## src/svga_pkg.sv

```systemverilog
// Package for the state vector gate engine: command and status codes,
// state machine type and shared constants. No dependencies.
`default_nettype none
package svga_pkg;
    localparam int CMD_W = 3;
    localparam logic [CMD_W-1:0] CMD_WR_AMP = 3'd0;
    localparam logic [CMD_W-1:0] CMD_RD_AMP = 3'd1;
    localparam logic [CMD_W-1:0] CMD_WR_MAT = 3'd2;
    localparam logic [CMD_W-1:0] CMD_GATE1  = 3'd3;
    localparam logic [CMD_W-1:0] CMD_GATE2  = 3'd4;
    localparam logic [CMD_W-1:0] CMD_CLEAR  = 3'd5;

    localparam logic [1:0] ST_OK     = 2'd0;
    localparam logic [1:0] ST_RANGE  = 2'd1;
    localparam logic [1:0] ST_REPEAT = 2'd2;

    typedef enum logic [3:0] {
        S_IDLE, S_RD, S_CLR, S_GRD, S_GWAIT, S_GLAST, S_GMAC, S_GWR, S_GNEXT, S_DONE,
        S_INIT
    } t_state;

    // controller -> datapath
    typedef struct packed {
        logic load;      // capture request
        logic amp_wr;    // single amplitude write
        logic rd;        // single amplitude read
        logic clr_wr;    // clear sweep write
        logic grd;       // gate group read issue
        logic gcap;      // capture read data into group buffer
        logic mac;       // one multiply-accumulate step
        logic gwr;       // write one group result
        logic mat_wr;
    } t_cmd;
endpackage
`default_nettype wire

```

## src/svga_ctrl.sv

```systemverilog
// Controller: sequences single accesses, clear sweep and gate walks.
// Depends on svga_pkg.
`default_nettype none
module svga_ctrl import svga_pkg::*; (
    input  wire logic i_clk,
    input  wire logic i_rst_n,
    input  wire logic i_in_valid,
    input  wire logic [2:0] i_command,
    input  wire logic i_bad,        // range or repeat error on incoming request
    input  wire logic i_base_last,  // last group base
    input  wire logic i_k_last,     // last group member
    input  wire logic i_c_last,     // last column
    input  wire logic i_out_free,
    input  wire logic i_clr_last,
    output logic      o_in_ready,
    output logic      o_done,
    output t_cmd      o_cmd,
    output logic [1:0] o_step       // 0 hold,1 next k,2 next c,3 next base
);
    t_state r_state, n_state;

    // reset starts with a clear sweep of the amplitude store
    always_ff @(posedge i_clk) begin
        if (!i_rst_n) r_state <= S_INIT;
        else          r_state <= n_state;
    end

    always_comb begin
        n_state    = r_state;
        o_cmd      = '0;
        o_in_ready = 1'b0;
        o_done     = 1'b0;
        o_step     = 2'd0;
        unique case (r_state)
            S_IDLE: begin
                o_in_ready = i_out_free;
                if (i_in_valid && i_out_free) begin
                    o_cmd.load = 1'b1;
                    if (i_bad) n_state = S_DONE;
                    else begin
                        unique case (i_command)
                            CMD_WR_AMP: begin o_cmd.amp_wr = 1'b1; n_state = S_DONE; end
                            CMD_WR_MAT: begin o_cmd.mat_wr = 1'b1; n_state = S_DONE; end
                            CMD_RD_AMP: n_state = S_RD;
                            CMD_CLEAR:  n_state = S_CLR;
                            CMD_GATE1, CMD_GATE2: n_state = S_GRD;
                            default:    n_state = S_DONE;
                        endcase
                    end
                end
            end
            S_INIT: begin
                o_cmd.clr_wr = 1'b1;
                if (i_clr_last) n_state = S_IDLE;
            end
            S_RD: begin o_cmd.rd = 1'b1; n_state = S_DONE; end
            S_CLR: begin
                o_cmd.clr_wr = 1'b1;
                if (i_clr_last) n_state = S_DONE;
            end
            S_GRD: begin
                o_cmd.grd = 1'b1; o_step = 2'd1;
                n_state = i_k_last ? S_GLAST : S_GWAIT;
            end
            S_GWAIT: begin
                o_cmd.grd = 1'b1; o_cmd.gcap = 1'b1; o_step = 2'd1;
                if (i_k_last) n_state = S_GLAST;
            end
            S_GLAST: begin o_cmd.gcap = 1'b1; n_state = S_GMAC; end
            S_GMAC: begin
                o_cmd.mac = 1'b1; o_step = 2'd2;
                if (i_c_last) n_state = S_GWR;
            end
            S_GWR: begin
                o_cmd.gwr = 1'b1; o_step = 2'd1;
                if (i_k_last) n_state = S_GNEXT;
                else n_state = S_GMAC;
            end
            S_GNEXT: begin
                o_step = 2'd3;
                n_state = i_base_last ? S_DONE : S_GRD;
            end
            S_DONE: begin o_done = 1'b1; n_state = S_IDLE; end
            default: n_state = S_IDLE;
        endcase
    end
endmodule
`default_nettype wire

```

## config.mk

```make
export PLATFORM = sky130hd
export DESIGN_NAME = svga_ctrl
export DESIGN_NICKNAME = d
export VERILOG_FILES = /design/src/svga_pkg.sv /design/src/svga_ctrl.sv
export SDC_FILE = /design/constraint.sdc
export NUM_CORES = 1
export LEC_CHECK = 0
export BUFFER_PORTS_ARGS = -buffer_cell sky130_fd_sc_hd__buf_2
export CAP_MARGIN = 40
export CORE_AREA = 8 8 45 47
export CTS_BUF_LIST = sky130_fd_sc_hd__clkbuf_8
export DETAILED_ROUTE_END_ITERATION = 10
export DIE_AREA = 0 0 53 55
export PLACE_DENSITY = 0.67
export SLEW_MARGIN = 20
export SYNTH_ARGS = -nofsm -noshare
export SYNTH_HDL_FRONTEND = slang
export SYNTH_SLANG_ARGS = --single-unit
```

## constraint.sdc

```tcl
create_clock -name i_clk -period 1.7 [get_ports i_clk]
set_clock_uncertainty 0.15 [all_clocks]
set_input_delay 0.085 -clock i_clk [delete_from_list [all_inputs] [get_ports i_clk]]
set_output_delay 0.085 -clock i_clk [all_outputs]
set_load 0.01 [all_outputs]
```

# [After elaboration in Yosys (flattened, before gate mapping)]
# Cells that the tools add are included.
# Widths: inputs -> output; s select.
[classes] muxes=28 reduce_logical=9 eq_ne=20
[ops] cell="$pmux 4 s10" count=1
[ops] cell="$mux 4" count=8
[ops] cell="$eq 4x3->1 const B" count=4
[ops] cell="$mux 1" count=15
[ops] cell="$eq 4x4->1 const B" count=3
[ops] cell="$pmux 4 s3" count=1
[ops] cell="$ne 2x2->1 const B" count=5
[ops] cell="$eq 4x2->1 const B" count=2
[ops] cell="$reduce_or 2->1" count=4
[ops] cell="$eq 3x2->1 const B" count=2
[ops] cell="$eq 3x3->1 const B" count=2
[ops] cell="$pmux 2 s3" count=1
[ops] cell="$reduce_and 5->1" count=1
[ops] cell="$eq 4x1->1 const B" count=1
[ops] cell="$logic_not 4->1" count=1
[ops] cell="$mux 2" count=2
[ops] cell="$eq 3x1->1 const B" count=1
[ops] cell="$logic_not 3->1" count=1
[ops] cell="$reduce_or 3->1" count=1
[ops] cell="$logic_and 1x1->1" count=1
[word_totals] register_bits=4 word_cells=58 out_inout_bits=13 inputBits=12

# [Longest topological paths before layout]
[depth] depth_word=6 mapped_depth=5 mapped_depth_nobuf=4

# [Worst setup path after synthesis]
# Ideal clock, no wire load.
[synth_timing] path_kind="register to register" start="register r_state[2]" end="register r_state[3]" arrival_ps=1349 required_ps=1466 synth_period_minus_slack_ps=1584 setup_time_ps=84 path_buffers=1 path_stages_with_launch=6 setup_slack_ps=116 path_cell_list="dfxtp_1 > buf_6 > or4b_4 > o31ai_2 > o21ai_2 > o31ai_2"
[synth_between] elab_chain_len=3 word_cells_on_any_way=17 cone_classes="14 x eq/ne; 1 x mux; 2 x reduce/logical"
[synth_rtl] element="start: declaration" line="svga_ctrl.sv:20" text="t_state r_state, n_state;"
[synth_rtl] element="start signal: assignment" line="svga_ctrl.sv:25" text="else r_state <= n_state;"
[synth_rtl] element="$eq 4x4->1, or another cell as far along" line="svga_ctrl.sv:34" text="unique case (r_state)"
[synth_rtl] element="$ne 2x2->1 (no line)"
[synth_rtl] element="$reduce_and 5->1 (no line)"
# Several ways; a longest one is shown, not always the timed one.
# A chain may end at the register's enable or synchronous reset.

==> metrics.txt <==
# TYPE chip_impl_metric gauge
chip_impl_metric{name="height_of_the_chip",unit="um"} 55
chip_impl_metric{name="synth-simple-area-share",unit="%"} 45.7
chip_impl_metric{name="crit_buf_inv",unit=""} 1
chip_impl_metric{name="final.setup.tns",unit="ns"} -0.00277
chip_impl_metric{name="portion_of_the_post_synthesis_area_used_by_sequential_elements",unit="%"} 16.2
chip_impl_metric{name="crit_path_max_incr_delay",unit="ns"} 0.44
chip_impl_metric{name="adder_and_majority_cell_fraction_of_the_synthesized_area",unit="%"} 0
chip_impl_info{name="grt_setup_unrepaired",value="true"} 1
chip_impl_metric{name="hold_viol_final",unit=""} 0
chip_impl_metric{name="power_switching_share",unit="%"} 34.2
chip_impl_metric{name="vdd.ir_drop.worst",unit="uV"} 416
chip_impl_metric{name="ys_types",unit=""} 30
chip_impl_metric{name="num-fill-cells",unit=""} 134
chip_impl_info{name="timing.critical_path.to_type",value="output pin"} 1
chip_impl_metric{name="grt_pass1_vias",unit=""} 645
chip_impl_metric{name="fin_nets",unit=""} 118
chip_impl_metric{name="drt_pass1_iterations",unit=""} 4
chip_impl_metric{name="synthMuxAreaShare",unit="%"} 0
chip_impl_metric{name="final.hold.worst_slack",unit="ns"} 0.0569
chip_impl_info{name="crit_path_top_delay_cell",value="sky130_fd_sc_hd__or4_4"} 1
chip_impl_metric{name="finalPower",unit="uW"} 570
chip_impl_info{name="top_regs",value="r_state (4)"} 1
chip_impl_metric{name="drcViolationCount",unit=""} 0
chip_impl_metric{name="layout-drive-gt1-share",unit="%"} 46.2
chip_impl_info{name="hold_path.startpoint",value="i_clr_last"} 1
chip_impl_metric{name="gr-total-overflow",unit=""} 0
chip_impl_metric{name="slew-limit-headroom",unit="%"} 79.2
chip_impl_metric{name="worst_ep_arrival_time",unit="ns"} 1.47
chip_impl_metric{name="die-area",unit="mm^2"} 0.00292
chip_impl_metric{name="max_cap_viol_count",unit=""} 0
chip_impl_metric{name="clk-insertion-delay-late",unit="ns"} 0.22
chip_impl_metric{name="synth_seq_cells",unit=""} 4
chip_impl_metric{name="period_share",unit="%"} 100
chip_impl_info{name="critical_path_cell_sequence",value="nor2_4, nand4_1, or4_4, nor2_2, buf_2"} 1
chip_impl_metric{name="netlist_area",unit="um^2"} 493
chip_impl_metric{name="instances_no_fill",unit=""} 120
chip_impl_metric{name="tightestPinTransition",unit="ns"} 0.308
chip_impl_metric{name="synth_warnings",unit=""} 0
chip_impl_metric{name="postRouteAntennaNets",unit=""} 0
chip_impl_info{name="cts_tree",value="built"} 1
chip_impl_metric{name="cts.repair_timing.setup_buffer_count",unit=""} 0
chip_impl_metric{name="top_level_ports",unit=""} 25
chip_impl_metric{name="layout.area.seq",unit="um^2"} 85.1
chip_impl_metric{name="place_worst_setup_slack",unit="ns"} 0.127
chip_impl_metric{name="comb_power_share",unit="%"} 42.0
chip_impl_metric{name="synth_compound_area_share",unit="%"} 29.2
chip_impl_info{name="violations",value="setup timing"} 1
chip_impl_metric{name="synth_xor_xnor_area_share",unit="%"} 0
chip_impl_metric{name="drtIter0Drc",unit=""} 13
chip_impl_metric{name="post_synthesis_cell_count",unit=""} 73
chip_impl_metric{name="static-leakage-power",unit="nW"} 0.355
chip_impl_metric{name="stages_on_the_worst_setup_path",unit=""} 5
chip_impl_metric{name="floorplan.initialDensity",unit="%"} 35.6
chip_impl_metric{name="cts_max_level",unit=""} 1
chip_impl_info{name="hold_path.class",value="in2reg"} 1
chip_impl_info{name="worst-setup-path-type",value="reg2out"} 1
chip_impl_metric{name="min_delay_path_depth",unit=""} 3
chip_impl_metric{name="rows",unit=""} 14
chip_impl_metric{name="clockBufferDepth",unit=""} 2
chip_impl_metric{name="clkSinkCount",unit=""} 4
chip_impl_metric{name="placeableCoreArea",unit="mm^2"} 0.00138
chip_impl_metric{name="detail_route.wl_per_cell",unit="um"} 12.9
chip_impl_info{name="ctsRootBufferMaster",value="sky130_fd_sc_hd__clkbuf_8"} 1
chip_impl_metric{name="final_period_minus_worst_setup_slack",unit="ns"} 1.70
chip_impl_metric{name="reg2regPathDepth",unit=""} 4
chip_impl_metric{name="p_switching",unit="uW"} 195
chip_impl_metric{name="gp_congestion",unit=""} 0.894
chip_impl_metric{name="final-setup-viol-count",unit=""} 2
chip_impl_metric{name="grt.total_usage",unit="%"} 11.5
chip_impl_info{name="main_combinational_cell_family_by_area_after_synthesis",value="simple AND/OR/NAND/NOR gates"} 1
chip_impl_metric{name="worst_setup_hold_path_clk_slew",unit="ns"} 0.03
chip_impl_metric{name="tritoncts.num_buffers",unit=""} 3
chip_impl_metric{name="mappedNetlistNets",unit=""} 85
chip_impl_metric{name="crit_path_max_fanout",unit=""} 5
chip_impl_metric{name="grt_max_degree",unit=""} 13
chip_impl_info{name="timing.critical_path.max_delay_family",value="simple AND/OR/NAND/NOR gates"} 1
chip_impl_metric{name="multi_input_area",unit="um^2"} 383
chip_impl_info{name="hold-path-endpoint",value="r_state[3]"} 1
chip_impl_metric{name="report.final.slew_viol_count",unit=""} 0
chip_impl_metric{name="route.final.wire_length",unit="um"} 1540
chip_impl_info{name="crit_path_from",value="r_state[2]"} 1
chip_impl_metric{name="vias",unit=""} 631
chip_impl_info{name="status",value="finished with violations"} 1
chip_impl_metric{name="number_of_vias_per_cell",unit=""} 5.26
chip_impl_metric{name="flip_flop_count_of_the_largest_register_after_layout",unit=""} 4
chip_impl_info{name="r2r_end",value="r_state[3]"} 1
chip_impl_metric{name="die_w",unit="um"} 53
chip_impl_metric{name="cp_data_required_time",unit="ns"} 1.46
chip_impl_info{name="start_kind",value="flip-flop"} 1
chip_impl_metric{name="p_int",unit="uW"} 375
chip_impl_metric{name="grt_first_pass_wirelength",unit="um"} 2570
chip_impl_metric{name="place_hpwl",unit="um"} 1210
chip_impl_metric{name="achievable_frequency",unit="MHz"} 588
chip_impl_metric{name="fin_ws",unit="ns"} -0.00143
chip_impl_metric{name="p_seq_share",unit="%"} 22.8
chip_impl_metric{name="power.clock.fraction",unit="%"} 35.2
chip_impl_metric{name="syn2layout_area_growth",unit="%"} 49.0
chip_impl_info{name="max_flop_register",value="r_state"} 1
chip_impl_metric{name="insertedDiodeCount",unit=""} 0
chip_impl_metric{name="buffer_ports.inserted",unit=""} 24
chip_impl_metric{name="dp.cells",unit=""} 116
chip_impl_metric{name="syn_avg_cell_area",unit="um^2"} 6.75
chip_impl_metric{name="power_density",unit="mW/mm^2"} 777
chip_impl_metric{name="grt_antenna_before_repair",unit=""} 0
chip_impl_info{name="worstReg2RegStart",value="r_state[2]"} 1
chip_impl_metric{name="rrSetupSlack",unit="ns"} 0.11
==> synth_stat cells (all sizes together) <==
| cell type | number | area share, % |
|---|---|---|
| o31a | 1 | 1.8 |
| and2 | 1 | 1.3 |
| dfxtp | 4 | 16 |
| or4 | 2 | 3.0 |
| o41ai | 1 | 1.8 |
| nor2 | 15 | 13 |
| clkbuf | 2 | 1.5 |
| inv | 4 | 3.0 |
| o32ai | 1 | 1.8 |
| o21bai | 1 | 1.5 |
| o31ai | 2 | 5.1 |
| nand4 | 1 | 1.3 |
| o211ai | 1 | 1.5 |
| nor3 | 2 | 2.0 |
| nand2b | 7 | 8.9 |
| a21oi | 6 | 6.9 |
| nand3b | 2 | 3.0 |
| or4b | 1 | 2.8 |
| a2bb2oi | 2 | 3.6 |
| nand2 | 6 | 4.6 |
| nor4b | 1 | 1.8 |
| and3 | 2 | 2.5 |
| a22oi | 1 | 1.5 |
| buf | 3 | 4.3 |
| nor3b | 1 | 1.5 |
| o21ai | 3 | 3.8 |
==> cells in the final DEF (no fill, tap or decap), types with 2 or more instances in the layout <==
cell type,Yosys,layout
sky130_fd_sc_hd__clkbuf_8,0,3
sky130_fd_sc_hd__nand2_1,6,6
sky130_fd_sc_hd__a2bb2oi_1,2,2
sky130_fd_sc_hd__o21ai_0,2,2
sky130_fd_sc_hd__buf_4,0,8
sky130_fd_sc_hd__dfxtp_2,0,4
sky130_fd_sc_hd__nand3b_1,2,2
sky130_fd_sc_hd__nor2_1,14,12
sky130_fd_sc_hd__nand2b_1,7,7
sky130_fd_sc_hd__inv_1,4,4
sky130_fd_sc_hd__o31ai_2,2,2
sky130_fd_sc_hd__buf_2,2,24
sky130_fd_sc_hd__nor2_4,1,2
sky130_fd_sc_hd__a21oi_1,5,5
sky130_fd_sc_hd__nor3_1,2,2
sky130_fd_sc_hd__and3_1,2,2
==> power by group through the flow <==
stage	combinational [mW]	sequential [mW]	clock, mW
floorplan	0.152	0.118	0
global placement	0.234	0.126	0
detailed placement	0.234	0.126	0
CTS	0.240	0.127	0.207
global route	0.271	0.132	0.208
finish	0.240	0.130	0.201
==> routing by layer <==
| layer | wire (um) | share of wire (%) | vias to the layer above | global-route usage (%) |
|---|---|---|---|---|
| li1 | - | - | 322 | - |
| met1 | 691 | 45 | 284 | 13.4 |
| met2 | 712 | 46 | 22 | 18.8 |
| met3 | 115 | 7.5 | 3 | 2.94 |
| met4 | 23 | 1.5 | 0 | 6.47 |
| met5 | 0 | 0 | - | 0 |
==> cell type report <==
type                    instances  share of cell area [%]
clock buffers                   3                    5.62
inverters                       4                    2.04
multi-input cells              60                    52.1
flip-flops and latches          4                    11.6
well taps                      16                    2.73
repair buffers                 33                    25.9
==> per-stage QoR <==
step	area, um^2	utilization [%]
detailed placement	664	48.0
global route	734	53.1
floorplan	493	-
CTS	728	52.6
global placement	664	48.0
finish	734	53.1
==> what timing repair did <==
item                                   4_1_cts  5_1_grt
pin swaps                                    2        1
hold buffers                                 1        0
gates resized for setup                      6        2
endpoints found under the hold margin        2        0
setup endpoints to repair                    2        2
==> logic make-up after synthesis <==
logic type | count (synthesis)
AO/OA/AOI/OAI | 19
buffers and inverters | 9
flip-flops | 4
AND/OR/NAND/NOR | 41
==> worst max path at each step <==
| stage | end | slack, ns |
|---|---|---|
| after floorplan | r_state[3] | 0.12 |
| after global placement | r_state[3] | 0.14 |
| after detailed placement | r_state[3] | 0.13 |
| after CTS | o_cmd[0] | -0.02 |
| after global routing | o_cmd[0] | -0.09 |
| final | o_cmd[0] | -0.001 |
==> worst reg2reg max path, stage by stage, from the launching register on <==
cell                      delay [ns]
sky130_fd_sc_hd__dfxtp_2        0.34
sky130_fd_sc_hd__or4b_4         0.56
sky130_fd_sc_hd__o31ai_2        0.09
sky130_fd_sc_hd__o21ai_2        0.12
sky130_fd_sc_hd__o31ai_2        0.24
Note: power is estimated with default switching activity, not from simulation.
